### src/hw/rtl/pses_pkg.sv
// ----------------------------------------------------------------------------
// pses_pkg
// Shared codes and types of the periodic SPI exchange sequencer.
// ----------------------------------------------------------------------------
`default_nettype none

package pses_pkg;

   // request opcodes
   localparam logic [2:0] OP_TICK     = 3'd0;
   localparam logic [2:0] OP_RX_DONE  = 3'd1;
   localparam logic [2:0] OP_RX_ERROR = 3'd2;
   localparam logic [2:0] OP_TX_ERROR = 3'd3;
   localparam logic [2:0] OP_START    = 3'd4;
   localparam logic [2:0] OP_STOP     = 3'd5;
   localparam logic [2:0] OP_CONSUMED = 3'd6;

   // sequencer phases
   localparam logic [2:0] PH_STOPPED = 3'd0;
   localparam logic [2:0] PH_IDLE    = 3'd1;
   localparam logic [2:0] PH_SETUP   = 3'd2;
   localparam logic [2:0] PH_XFER    = 3'd3;
   localparam logic [2:0] PH_HOLD    = 3'd4;

   // published status codes
   localparam logic [1:0] ST_OK   = 2'd0;
   localparam logic [1:0] ST_BUSY = 2'd1;
   localparam logic [1:0] ST_ERR  = 2'd2;

   // csr register indexes
   localparam logic [1:0] CSR_INITIAL_DELAY = 2'd0;
   localparam logic [1:0] CSR_PERIOD        = 2'd1;
   localparam logic [1:0] CSR_GUARD         = 2'd2;

   // reset values of the csr registers
   localparam logic [15:0] INITIAL_DELAY_RESET = 16'd1000;
   localparam logic [15:0] PERIOD_RESET        = 16'd1000;
   localparam logic [7:0]  GUARD_RESET         = 8'd2;

   // request payload, lowest bit first: spi_error, spi_busy, rx_path_clear, now_us
   typedef struct packed {
      logic [4:0]  pad;
      logic [31:0] now_us;
      logic        rx_path_clear;
      logic        spi_busy;
      logic        spi_error;
   } req_data_type;

   // response payload, lowest bit first
   typedef struct packed {
      logic [6:0]  pad;
      logic [2:0]  phase;
      logic        result_pending;
      logic [31:0] result_time_us;
      logic [1:0]  result_status;
      logic        publish;
      logic        dma_enabled;
      logic        chip_select_low;
   } rsp_data_type;

endpackage

`default_nettype wire

### src/hw/rtl/periodic_spi_exchange_sequencer.sv
// ----------------------------------------------------------------------------
// periodic_spi_exchange_sequencer
// Paces a periodic chip-select / DMA exchange on a 1 us tick and publishes
// a timestamped status for each completed or failed exchange but the first after a start.
// ----------------------------------------------------------------------------
//  channel  | direction | handshake           | payload
//  req_     | in        | req_tvalid/tready   | tuser opcode, tdata sensor flags + now_us
//  rsp_     | out       | rsp_tvalid/tready   | tdata outputs and status
//  csr_     | in        | csr_valid/ready     | csr_index, csr_data
//
//  each transaction passes through the request register, then the state
//  update into the response register. one request is accepted every cycle
//  unless a stalled response holds a full request register; the state updates in that
//  same cycle the request moves into the response register.
//  a stalled response holds the request register; csr writes are always taken.
//  reset is synchronous; it stops the sequencer and loads the csr defaults.
// ----------------------------------------------------------------------------
`default_nettype none

module periodic_spi_exchange_sequencer
   import pses_pkg::*;
(
   input  wire logic        clock,
   input  wire logic        reset,
   // request channel
   input  wire logic        req_tvalid,
   output logic             req_tready,
   input  wire logic [39:0] req_tdata,  // spi_error, spi_busy, rx_path_clear, now_us[31:0], 0
   input  wire logic [2:0]  req_tuser,  // opcode
   // response channel
   output logic             rsp_tvalid,
   input  wire logic        rsp_tready,
   output logic [47:0]      rsp_tdata,  // chip_select_low, dma_enabled, publish,
                                        // result_status[1:0], result_time_us[31:0],
                                        // result_pending, phase[2:0], 0
   // csr write channel
   input  wire logic        csr_valid,
   output logic             csr_ready,
   input  wire logic [1:0]  csr_index,
   input  wire logic [15:0] csr_data
);

   // csr registers
   logic [15:0] init_delay_ff;
   logic [15:0] period_ff;
   logic [7:0]  guard_ff;

   // pipeline registers
   logic         req_valid_ff;
   logic [2:0]   req_op_ff;
   req_data_type req_data_ff;
   logic         rsp_valid_ff;
   rsp_data_type rsp_data_ff;
   logic         advance;

   // sequencer state
   logic [2:0]  phase_ff,         phase_in;
   logic [15:0] period_count_ff,  period_count_in;
   logic [7:0]  guard_count_ff,   guard_count_in;
   logic        first_release_ff, first_release_in;
   logic        prime_pending_ff, prime_pending_in;
   logic        pending_ff,       pending_in;
   logic [31:0] acq_time_ff,      acq_time_in;
   logic        acq_valid_ff,     acq_valid_in;
   logic [1:0]  held_status_ff,   held_status_in;
   logic [31:0] held_time_ff,     held_time_in;
   logic        publish_in;
   rsp_data_type rsp_data_in;

   // csr writes
   assign csr_ready = 1'b1;

   always_ff @(posedge clock) begin
      if (reset) begin
         init_delay_ff <= INITIAL_DELAY_RESET;
         period_ff     <= PERIOD_RESET;
         guard_ff      <= GUARD_RESET;
      end else if (csr_valid) begin
         case (csr_index)
            CSR_INITIAL_DELAY: init_delay_ff <= csr_data;
            CSR_PERIOD:        period_ff     <= csr_data;
            CSR_GUARD:         guard_ff      <= csr_data[7:0];
            default: ;
         endcase
      end
   end

   // handshake control
   assign advance    = req_valid_ff && (!rsp_valid_ff || rsp_tready);
   assign req_tready = !req_valid_ff || advance;
   assign rsp_tvalid = rsp_valid_ff;
   assign rsp_tdata  = rsp_data_ff;

   always_ff @(posedge clock) begin
      if (reset) begin
         req_valid_ff <= 1'b0;
         rsp_valid_ff <= 1'b0;
      end else begin
         if (req_tready) begin
            req_valid_ff <= req_tvalid;
         end
         if (advance) begin
            rsp_valid_ff <= 1'b1;
         end else if (rsp_tready) begin
            rsp_valid_ff <= 1'b0;
         end
      end
   end

   always_ff @(posedge clock) begin
      if (req_tready && req_tvalid) begin
         req_op_ff   <= req_tuser;
         req_data_ff <= req_tdata;
      end
      if (advance) begin
         rsp_data_ff <= rsp_data_in;
      end
   end

   // next-state logic for one transaction
   always_comb begin
      logic [15:0] reload;
      logic        pub_req;
      logic [1:0]  pub_status;
      logic [31:0] pub_stamp;
      logic [31:0] stamp;
      logic [31:0] now;

      now              = req_data_ff.now_us;
      stamp            = acq_valid_ff ? acq_time_ff : now;
      reload           = first_release_ff ? init_delay_ff : period_ff;
      pub_req          = 1'b0;
      pub_status       = ST_OK;
      pub_stamp        = now;
      phase_in         = phase_ff;
      period_count_in  = period_count_ff;
      guard_count_in   = guard_count_ff;
      first_release_in = first_release_ff;
      prime_pending_in = prime_pending_ff;
      pending_in       = pending_ff;
      acq_time_in      = acq_time_ff;
      acq_valid_in     = acq_valid_ff;
      held_status_in   = held_status_ff;
      held_time_in     = held_time_ff;
      publish_in       = 1'b0;

      case (req_op_ff)
         OP_TICK: begin
            if (phase_ff != PH_STOPPED) begin
               if (period_count_ff == reload - 16'd1) begin
                  // period fire
                  period_count_in  = '0;
                  first_release_in = 1'b0;
                  if (phase_ff != PH_IDLE) begin
                     phase_in       = PH_IDLE;
                     guard_count_in = '0;
                     pub_req        = 1'b1;
                     pub_status     = ST_BUSY;
                  end else if (!req_data_ff.rx_path_clear) begin
                     phase_in       = PH_IDLE;
                     guard_count_in = '0;
                     pub_req        = 1'b1;
                     pub_status     = ST_ERR;
                  end else begin
                     acq_time_in    = now;
                     acq_valid_in   = 1'b1;
                     phase_in       = PH_SETUP;
                     guard_count_in = '0;
                  end
               end else begin
                  period_count_in = period_count_ff + 16'd1;
                  // guard timer runs in setup and hold
                  if (phase_ff == PH_SETUP || phase_ff == PH_HOLD) begin
                     if (guard_count_ff == guard_ff - 8'd1) begin
                        guard_count_in = '0;
                        if (phase_ff == PH_SETUP) begin
                           if (req_data_ff.spi_error) begin
                              phase_in   = PH_IDLE;
                              pub_req    = 1'b1;
                              pub_status = ST_ERR;
                              pub_stamp  = stamp;
                           end else begin
                              phase_in = PH_XFER;
                           end
                        end else begin
                           phase_in   = PH_IDLE;
                           pub_req    = 1'b1;
                           pub_status = (req_data_ff.spi_error || req_data_ff.spi_busy)
                                        ? ST_ERR : ST_OK;
                           pub_stamp  = stamp;
                        end
                     end else begin
                        guard_count_in = guard_count_ff + 8'd1;
                     end
                  end
               end
            end
         end
         OP_RX_DONE: begin
            if (phase_ff == PH_XFER) begin
               phase_in       = PH_HOLD;
               guard_count_in = '0;
            end
         end
         OP_RX_ERROR, OP_TX_ERROR: begin
            if (phase_ff == PH_XFER) begin
               phase_in       = PH_IDLE;
               guard_count_in = '0;
               pub_req        = 1'b1;
               pub_status     = ST_ERR;
               pub_stamp      = stamp;
            end
         end
         OP_START: begin
            if (phase_ff == PH_STOPPED) begin
               pending_in       = 1'b0;
               acq_time_in      = '0;
               acq_valid_in     = 1'b0;
               first_release_in = 1'b1;
               prime_pending_in = 1'b1;
               period_count_in  = '0;
               guard_count_in   = '0;
               phase_in         = PH_IDLE;
            end
         end
         OP_STOP: begin
            phase_in         = PH_STOPPED;
            pending_in       = 1'b0;
            acq_time_in      = '0;
            acq_valid_in     = 1'b0;
            prime_pending_in = 1'b0;
            period_count_in  = '0;
            guard_count_in   = '0;
         end
         OP_CONSUMED: begin
            pending_in = 1'b0;
         end
         default: ;
      endcase

      // publication: first result after start is dropped, unconsumed turns busy
      if (pub_req) begin
         acq_time_in  = '0;
         acq_valid_in = 1'b0;
         if (prime_pending_ff) begin
            prime_pending_in = 1'b0;
         end else begin
            held_status_in = pending_ff ? ST_BUSY : pub_status;
            held_time_in   = pub_stamp;
            pending_in     = 1'b1;
            publish_in     = 1'b1;
         end
      end

      // response fields
      rsp_data_in                 = '0;
      rsp_data_in.chip_select_low = (phase_in == PH_SETUP) || (phase_in == PH_XFER) ||
                                    (phase_in == PH_HOLD);
      rsp_data_in.dma_enabled     = (phase_in == PH_XFER);
      rsp_data_in.publish         = publish_in;
      rsp_data_in.result_status   = held_status_in;
      rsp_data_in.result_time_us  = held_time_in;
      rsp_data_in.result_pending  = pending_in;
      rsp_data_in.phase           = phase_in;
   end

   // state registers
   always_ff @(posedge clock) begin
      if (reset) begin
         phase_ff         <= PH_STOPPED;
         period_count_ff  <= '0;
         guard_count_ff   <= '0;
         first_release_ff <= 1'b0;
         prime_pending_ff <= 1'b0;
         pending_ff       <= 1'b0;
         acq_time_ff      <= '0;
         acq_valid_ff     <= 1'b0;
         held_status_ff   <= ST_OK;
         held_time_ff     <= '0;
      end else if (advance) begin
         phase_ff         <= phase_in;
         period_count_ff  <= period_count_in;
         guard_count_ff   <= guard_count_in;
         first_release_ff <= first_release_in;
         prime_pending_ff <= prime_pending_in;
         pending_ff       <= pending_in;
         acq_time_ff      <= acq_time_in;
         acq_valid_ff     <= acq_valid_in;
         held_status_ff   <= held_status_in;
         held_time_ff     <= held_time_in;
      end
   end

endmodule

`default_nettype wire

### config.mk
export PLATFORM = sky130hd
export DESIGN_NAME = periodic_spi_exchange_sequencer
export DESIGN_NICKNAME = d
export VERILOG_FILES = /design/src/hw/rtl/pses_pkg.sv /design/src/hw/rtl/periodic_spi_exchange_sequencer.sv
export SDC_FILE = /design/constraint.sdc
export NUM_CORES = 1
export LEC_CHECK = 0
export BUFFER_PORTS_ARGS = -buffer_cell sky130_fd_sc_hd__buf_2
export CAP_MARGIN = 20
export CORE_UTILIZATION = 42
export CTS_CLUSTER_DIAMETER = 60
export DETAILED_ROUTE_END_ITERATION = 10
export PLACE_DENSITY = 0.64
export SLEW_MARGIN = 25
export SYNTH_ARGS = -nofsm -noshare
export SYNTH_HDL_FRONTEND = slang
export SYNTH_SLANG_ARGS = --single-unit
### constraint.sdc
create_clock -name clock -period 6.5 [get_ports clock]
set_input_delay 0.975 -clock clock [delete_from_list [all_inputs] [get_ports clock]]
set_output_delay 0.975 -clock clock [all_outputs]
set_load 0.02 [all_outputs]
### After elaboration in Yosys (flattened, before gate mapping)

Cells that the tools add are included.
Widths: inputs -> output; s select.

| word-level totals | value |
|---|---|
| register bits after elaboration | 218 |
| input port bits | 66 |
| output and inout bits | 51 |
| logic and storage cells | 175 |

| operators by class | value |
|---|---|
| add/sub/neg operators | 4 |
| equality and inequality tests | 27 |
| multiplexer cells | 88 |
| reductions and logical operators | 29 |

Operators by type and width:

| cell | count |
|---|---|
| $mux 32 | 16 |
| $pmux 32 s3 | 1 |
| $mux 16 | 4 |
| $pmux 32 s2 | 1 |
| $mux 8 | 6 |
| $pmux 16 s3 | 1 |
| $mux 2 | 16 |
| $pmux 8 s4 | 1 |
| $mux 1 | 27 |
| $mux 3 | 8 |
| $eq 3x2->1 const B | 6 |
| $ne 3x3->1 const B | 6 |
| $add 16x1->16 const B | 1 |
| $eq 16x16->1 | 1 |
| $sub 16x1->16 const B | 1 |
| $eq 3x3->1 const B | 5 |
| $pmux 3 s5 | 1 |
| $add 8x1->8 const B | 1 |
| $eq 8x8->1 | 1 |
| $pmux 1 s2 | 4 |
| $reduce_bool 4->1 | 2 |
| $sub 8x1->8 const B | 1 |
| $reduce_and 7->1 | 1 |
| $logic_not 3->1 | 2 |
| other kinds (20) | 34 |

### Logic depth before layout (Yosys ltp)

Gate-level depths: netlist (run 1).

| logic depth | value |
|---|---|
| depth after elaboration | 11 |
| depth in mapped cells | 16 |

### Least setup slack after synthesis (run 1)

Ideal clock, no wire load.

| timing path | value |
|---|---|
| path type | reg2reg |
| start point | register first_release_ff |
| end point | register rsp_data_ff (netlist bit rsp_tdata[20]) (data pin) |
| data arrival time | 3.724 ns |
| data required time | 6.238 ns |
| path slack | 2.513 ns |
| stages on the path, launching flop included | 16 |
| buffers on the path | 5 |
| period minus slack after synthesis | 3.987 ns |
| path through | dfxtp_1 > buf_4 > buf_4 > clkbuf_1 > mux2i_1 > ha_1 > inv_1 > a221o_1 > xnor2_1 > nor4_1 > nand4_1 > or4_4 > a31oi_1 > buf_2 > buf_2 > a21oi_1 |

| on the way | value |
|---|---|
| cells in the longest elaborated chain, start to end | 8 |
| elaborated cells on any way between the ends | 11 |
| classes of those cells | add/sub: 1; eq/ne: 1; mux: 9 |

RTL lines:

| item | line | text |
|---|---|---|
| from (decl) | periodic_spi_exchange_sequencer.sv:60 | `logic first_release_ff, first_release_in;` |
| from (signal assigned) | periodic_spi_exchange_sequencer.sv:284 | `first_release_ff <= first_release_in;` |
| $mux 16 * | periodic_spi_exchange_sequencer.sv:131 | `reload = first_release_ff ? init_delay_ff : period_ff;` |
| $sub 16x1->16 * | periodic_spi_exchange_sequencer.sv:150 | `if (period_count_ff == reload - 16'd1) begin` |
| $eq 16x16->1 * | periodic_spi_exchange_sequencer.sv:150 |  |
| $mux 32 | periodic_spi_exchange_sequencer.sv:150 |  |
| $mux 32 | periodic_spi_exchange_sequencer.sv:149 | `if (phase_ff != PH_STOPPED) begin` |
| $pmux 32 s2 | periodic_spi_exchange_sequencer.sv:147 | `case (req_op_ff)` |
| $mux 32 | periodic_spi_exchange_sequencer.sv:245 | `if (prime_pending_ff) begin` |
| $mux 32 * | periodic_spi_exchange_sequencer.sv:242 | `if (pub_req) begin` |
| via held_time_in[15] | periodic_spi_exchange_sequencer.sv:66 | `logic [31:0] held_time_ff, held_time_in;` |
| to (signal assigned) | periodic_spi_exchange_sequencer.sv:116 | `rsp_data_ff <= rsp_data_in;` |
| to (decl) | periodic_spi_exchange_sequencer.sv:53 | `rsp_data_type rsp_data_ff;` |

The timed path passes the listed nets; every way through them passes the cells marked *.
A chain may end at the register's enable or synchronous reset.

### Worst setup path in the final report (run 1)

| timing path | value |
|---|---|
| start point | register first_release_ff |
| end point | register rsp_data_ff (netlist bit rsp_tdata[27]) (data pin) |

Same word-level chain as after synthesis.

==> results.tsv, run 1 <==
metric	value	unit
Post-CTS Repair Setup Buffers	0	
fin crit share	77.10	%
1st-iter DRT viols	482	
RSZ-0062 raised after global routing	false	
Antenna Nets Post-Route	0	
Critical Path Fanout Max	24	
Post-synth ARST share	0	%
initial core utilization	43.11	%
total die area	24060	sq um
Crit Path Category	register to register	
clock buffer depth	3	
max incr delay on CP	730	ps
Die H	155.1	microns
Synth Register Bits	218	
count of final setup violators	0	
reg2reg start	first_release_ff$_SDFFE_PP0P_	
Switching Fraction	24.40	%
Setup WS pre-CTS	1476	ps
Critical Path RT	6770	ps
reg2reg setup slack	1490	ps
top_reg_cell synth	dfxtp_1	
H-tree levels	1	
Worst Hold Margin	452.1	ps
cts hold-fix bufs	0	
port bufs	103	
Design Area, Final	11490	sq um
Boundary Pins	117	
worst reg2reg path endpoint	rsp_tdata[27]$_DFFE_PP_	
post-synthesis area per instance	9.988	sq um
Reg2Reg Depth	11	
Final Hold Fails	0	
first-pass GRT wire length	35800	microns
most common cell in the netlist	dfxtp_1	
vias in the first global route	6980	
worst setup margin	1488	ps
share of layout cells above drive strength 1	18.28	%
largest area contributor in the netlist	dfxtp_1	
DP Area	10580	sq um
WL/cell	15.86	microns
Setup crit start kind	register	
Post-Synthesis Cells	986	
worst skew pair latency	520	ps
Switching Power	769.6	uW
Clk Tree Root Cell	clkbuf_16	
max-cap check violation count	0	
area grow syn2layout	16.66	%
CP Cell Sequence	buf_4 > or4b_1 > a222oi_1 > and2_1 > a31o_2 > nand2_1 > o31ai_2 > a21bo_2 > buf_4 > mux2i_1 > a21oi_1	
Post-synth EDFFs	79	
GRT overflow	0	
drt first pass iters	5	
maximum clock rate	0.1995	GHz
fin. max-slew vios	0	
# rows	55	
vias post-DR	7539	
pin count of the biggest net entering global routing	87	
antenna fix cells	0	
placed cell count	1347	
crit end category	register	
Peak VDD IR	216.4	uV
Top delay family on crit path	compound AO/OA/AOI/OAI gates	
Hold Path Class	register to register	
worst relative slew slack	38.56	%
Placer Congestion	0.8085	
WP buf/inv	2	
initial antenna violation count	0	
DP HPWL	14080	microns
clock-pin slew on the worst setup and hold paths	70	ps
register area share after synthesis	52.34	%
CTS Buf Count	26	
Num Clock Sinks	218	
worst hold start	held_status_ff[1]$_SDFFE_PP0P_	
Worst Hold Path EP	held_status_ff[1]$_SDFFE_PP0P_	
Synth warnings	0	
WP depth	11	
leakage	4.383	nW
status	finished clean	
fin nets	1133	
Non-Filler Instances	1396	
GRT Total Usage	18.26	%
PostCTS Resize Cnt	0	
DRC Markers	0	
synthesized cell area	9848	sq um
worst path arrival time	5280	ps
Cell Int Power	2.385	mW
TNS Setup	0	ps
combinational power share	6.1	%
Worst-Margin Slew	921.6	ps
minimum clock period after layout	5012	ps
CTS tree	built	
Pwr per Cell Area	274.6	nW/um^2
core box area	22850	sq um
Cells on Worst Hold Path	2	
Seq pwr share	46.9	%
most used cell, CP	buf_4	
routed vias/inst	5.400	
top-area cell type share of the netlist area	28.26	%
slowest CP cell	dfxtp_1	
Yosys cell types	72	
power share of the clock group	47.0	%
synth top area cells	dfxtp_1 (28%), edfxtp_1 (24%), mux2i_1 (5.9%), nand2_1 (4.3%), a21oi_1 (4.3%)	
Die Width	155.1	microns
Detailed Route WL	22140	microns
synth cell count leaders	dfxtp_1 (139), nand2_1 (113), nor2_1 (100)	
Setup Skew	12.51	ps
worst min-delay path, stage by stage (launching register included):
cell     delay (ps)
dfxtp_1         310
nand2_1          50
a21oi_1          50
worst max-delay path by stage:
| stage | to | slack (ps) | from |
|---|---|---|---|
| after floorplan | rsp_tdata[20]$_DFFE_PP_ | 2510 | first_release_ff$_SDFFE_PP0P_ |
| after global placement | rsp_tdata[20]$_DFFE_PP_ | 1520 | first_release_ff$_SDFFE_PP0P_ |
| after detailed placement | rsp_tdata[20]$_DFFE_PP_ | 1480 | first_release_ff$_SDFFE_PP0P_ |
| after CTS | rsp_tdata[20]$_DFFE_PP_ | 1460 | first_release_ff$_SDFFE_PP0P_ |
| after global routing | rsp_tdata[29]$_DFFE_PP_ | 1110 | first_release_ff$_SDFFE_PP0P_ |
| final | rsp_tdata[27]$_DFFE_PP_ | 1490 | first_release_ff$_SDFFE_PP0P_ |
power by group through the flow:
stage | logic, mW | registers [mW] | clock network (mW)
finish | 0.193 | 1.48 | 1.48
detailed placement | 0.193 | 1.51 | 0
global placement | 0.191 | 1.51 | 0
CTS | 0.194 | 1.48 | 1.51
floorplan | 0.122 | 1.51 | 0
global route | 0.214 | 1.49 | 1.56
placed cells by master, fill, tap and decap left out, drive strengths merged, types with 4 or more instances in the layout:
master / synthesis / routed
dfxtp: 139 / 139
buf: 32 / 116
nand2: 113 / 113
nor2: 100 / 100
a21oi: 84 / 84
edfxtp: 79 / 79
mux2i: 58 / 58
a211oi: 37 / 37
a22o: 33 / 33
clkbuf: 41 / 30
xnor2: 24 / 24
nor3: 24 / 24
inv: 13 / 19
nand3b: 17 / 17
nand3: 15 / 15
o21ai: 14 / 14
or3: 13 / 13
a31oi: 13 / 13
a311oi: 13 / 13
nor4: 9 / 9
xor2: 8 / 8
and3: 8 / 8
conb: 2 / 8
clkinv: 1 / 8
nor3b: 7 / 7
nor2b: 5 / 5
or2: 5 / 5
a21o: 5 / 5
or4: 5 / 5
and2: 5 / 5
a31o: 4 / 4
o311ai: 4 / 4
a41oi: 4 / 4
ha: 4 / 4
area by class of cell:
type / instances / area, sq um
Clock buffer: 30 / 696.9
Fill cell: 2116 / 11360
Tap cell: 313 / 391.6
Inverter: 14 / 52.55
Clock inverter: 18 / 187.7
Multi-Input combinational cell: 687 / 4357
Timing Repair Buffer: 116 / 648.1
Sequential cell: 218 / 5155
kinds of logic (layout without fill, tap and decap cells):
group	count (synthesis)	in the layout	share of synthesized area (%)
AOI/OAI and AO/OA	240	240	17.35
xor gates and xnor gates	32	32	2.846
adders and majority gates	4	4	0.5082
buffers and inverters	87	178	4.053
DFF	218	218	52.34
muxes	60	60	6.124
other	2	8	0.07626
and+or+nand+nor	343	343	16.69
layer usage:
| layer | track usage (%) | routed length, microns | up-vias |
|---|---|---|---|
| met5 | 0 | 0 | - |
| met4 | 5.988 | 510 | 0 |
| met2 | 29.41 | 10130 | 159 |
| li1 | - | - | 3768 |
| met1 | 25.00 | 10560 | 3576 |
| met3 | 2.953 | 938 | 36 |
through the flow:
stage | utilization [%] | power, mW
finish | 50.28 | 3.154
global route | 50.28 | 3.261
CTS | 50.16 | 3.185
detailed placement | 46.29 | 1.703
global placement | 46.29 | 1.701
floorplan | - | 1.636
flip-flops by register name (all words and copies together), names as in the netlist:
| register | flops |
|---|---|
| held_status_ff | 2 |
| phase_ff | 3 |
| pending_ff | 1 |
| period_count_ff | 16 |
| period_ff | 16 |
| held_time_ff | 32 |
| first_release_ff | 1 |
| acq_valid_ff | 1 |
| rsp_tvalid | 1 |
| req_data_ff | 35 |
| guard_ff | 8 |
| req_op_ff | 3 |
| acq_time_ff | 32 |
| init_delay_ff | 16 |
| rsp_tdata | 41 |
| guard_count_ff | 8 |
| prime_pending_ff | 1 |
| req_valid_ff | 1 |
No activity file was read; power rests on OpenSTA's default activity.
==> inputs of run 2 (changes only) <==
==> constraint.sdc (replaced) <==
create_clock -name clock -period 4.8 [get_ports clock]
set_input_delay 0.72 -clock clock [delete_from_list [all_inputs] [get_ports clock]]
set_output_delay 0.72 -clock clock [all_outputs]
set_load 0.02 [all_outputs]
==> run 2 against run 1 <==
Sequential power is 35% higher. Wire length is 0.30% lower. Sequential share of layout area is 0.12 points higher. Cell count is 0.14% higher. Cell area is 0.27% lower. Register-to-register slack worse by 1000 ps. Power is 33% higher. Largest cell class unchanged. Largest power group unchanged. Highest routed layer unchanged.
==> results.tsv, run 2 (synthesized netlist as in run 1, its figures left out) <==
metric	value	unit	change
GRT overflow	0		unchanged
port bufs	103		unchanged
antenna fix cells	0		unchanged
Die H	155.1	microns	unchanged
PostCTS Resize Cnt	0		unchanged
Die Width	155.1	microns	unchanged
area grow syn2layout	16.34	%	was 16.66%
most frequent cells in the layout	dfxtp_1 (139), nand2_1 (113), buf_2 (102), nor2_1 (100), a21oi_1 (84)		unchanged
Design Area, Final	11460	sq um	was 11490 sq um
initial core utilization	43.11	%	unchanged
post-layout util	50.15	%	was 50.28%
Final Hold Fails	0		unchanged
# rows	55		unchanged
worst relative slew slack	37.60	%	was 38.56%
Worst Hold Margin	364.3	ps	was 452.1 ps
fin. max-slew vios	0		unchanged
first-pass GRT wire length	35760	microns	was 35800 microns
Setup WS pre-CTS	484.4	ps	was 1476 ps
RSZ-0062 raised after global routing	false		unchanged
clock-pin slew on the worst setup and hold paths	60	ps	was 70 ps
Boundary Pins	117		unchanged
Hold Path Class	input port to register		was register to register
fin nets	1136		was 1133
Critical Path RT	5260	ps	was 6770 ps
Critical Path Fanout Max	23		was 24
leakage	4.377	nW	was 4.383 nW
crit end category	register		unchanged
Setup Skew	16.11	ps	was 12.51 ps
CTS Buf Count	25		was 26
count of final setup violators	0		unchanged
power share of the clock group	45.9	%	was 47.0%
vias in the first global route	6969		was 6980
initial antenna violation count	0		unchanged
worst setup margin	459.5	ps	was 1488 ps
worst path arrival time	4800	ps	was 5280 ps
DP HPWL	14180	microns	was 14080 microns
Placer Congestion	0.8365		was 0.8085
DP Area	10630	sq um	was 10580 sq um
drt first pass iters	5		unchanged
most common cell after layout, fill and taps aside	dfxtp_1		unchanged
minimum clock period after layout	4341	ps	was 5012 ps
max reg flops	41		unchanged
combinational power share	6.3	%	was 6.1%
H-tree levels	1		unchanged
share of layout cells above drive strength 1	17.88	%	was 18.28%
routed vias/inst	5.361		was 5.400
pin count of the biggest net entering global routing	83		was 87
Switching Fraction	23.18	%	was 24.40%
Worst-Margin Slew	927.7	ps	was 921.6 ps
Num Clock Sinks	218		unchanged
Clk Tree Root Cell	clkbuf_16		unchanged
GRT Total Usage	18.29	%	was 18.26%
Seq pwr share	47.8	%	was 46.9%
cts hold-fix bufs	0		unchanged
worst skew pair latency	530	ps	was 520 ps
max-cap check violation count	0		unchanged
vias post-DR	7495		was 7539
Setup crit start kind	register		unchanged
Post-CTS Repair Setup Buffers	0		unchanged
TNS Setup	0	ps	unchanged
total die area	24060	sq um	unchanged
core box area	22850	sq um	unchanged
Antenna Nets Post-Route	0		unchanged
fin crit share	90.43	%	was 77.10%
Pwr per Cell Area	366.0	nW/um^2	was 274.6 nW/um^2
DRC Markers	0		unchanged
status	finished clean		unchanged
Crit Path Category	register to register		unchanged
Peak VDD IR	333.3	uV	was 216.4 uV
clock buffer depth	3		unchanged
maximum clock rate	0.2304	GHz	was 0.1995 GHz
Detailed Route WL	22070	microns	was 22140 microns
1st-iter DRT viols	525		was 482
Cell Int Power	3.222	mW	was 2.385 mW
CTS tree	built		unchanged
WL/cell	15.79	microns	was 15.86 microns
Switching Power	972.1	uW	was 769.6 uW
-- run 2: worst max-delay path: stages (launching register included) --
cell and delay (ps):
dfxtp_1 670, mux2i_1 440, ha_1 300, inv_1 50, a221o_1 270, xnor2_1 130, nor4_1 340, nand4_1 270
o31ai_2 270, buf_4 190, nand3_1 130, o22ai_2 590, buf_4 400, a22o_1 200
-- run 2: layout make-up --
type / count / area [sq um]
multi-input combinational: 687 / 4357
clock buffer: 36 / 686.9
clock inverter: 10 / 143.9
inverter: 14 / 52.55
sequential: 218 / 5155
fill: 2165 / 11390
timing repair buffer: 120 / 670.6
tap: 313 / 391.6
-- run 2: stage by stage --
stage / cells / power (mW)
after global routing: 1398 / 4.340
after CTS: 1398 / 4.245
final: 1398 / 4.194
after global placement: 1352 / 2.304
after floorplan: 992 / 2.215
after detailed placement: 1352 / 2.307
-- run 2: layer usage --
metal	share of wire, %	global-route usage (%)
met1	49	25.17
met2	45	29.06
met3	4.2	3.120
met4	2.7	6.271
met5	0	0
-- run 2: final timing paths --
check | start | to | slack, ps | depth (start not counted)
max | first_release_ff$_SDFFE_PP0P_ | acq_time_ff[7]$_SDFFE_PP0P_ | 460 | 13
min | req_tdata[3] | req_data_ff[3]$_DFFE_PP_ | 360 | 1
max reg2reg | first_release_ff$_SDFFE_PP0P_ | acq_time_ff[7]$_SDFFE_PP0P_ | 460 | 13
min reg2reg | held_status_ff[1]$_SDFFE_PP0P_ | held_status_ff[1]$_SDFFE_PP0P_ | 450 | 2
-- run 2: power groups by stage --
stage	Sequential [mW]	Clock, mW	Combinational [mW]
after floorplan	2.05	0	0.165
after CTS	2.00	1.98	0.264
final	2.00	1.93	0.263
after detailed placement	2.04	0	0.262
after global routing	2.01	2.04	0.290
after global placement	2.04	0	0.259
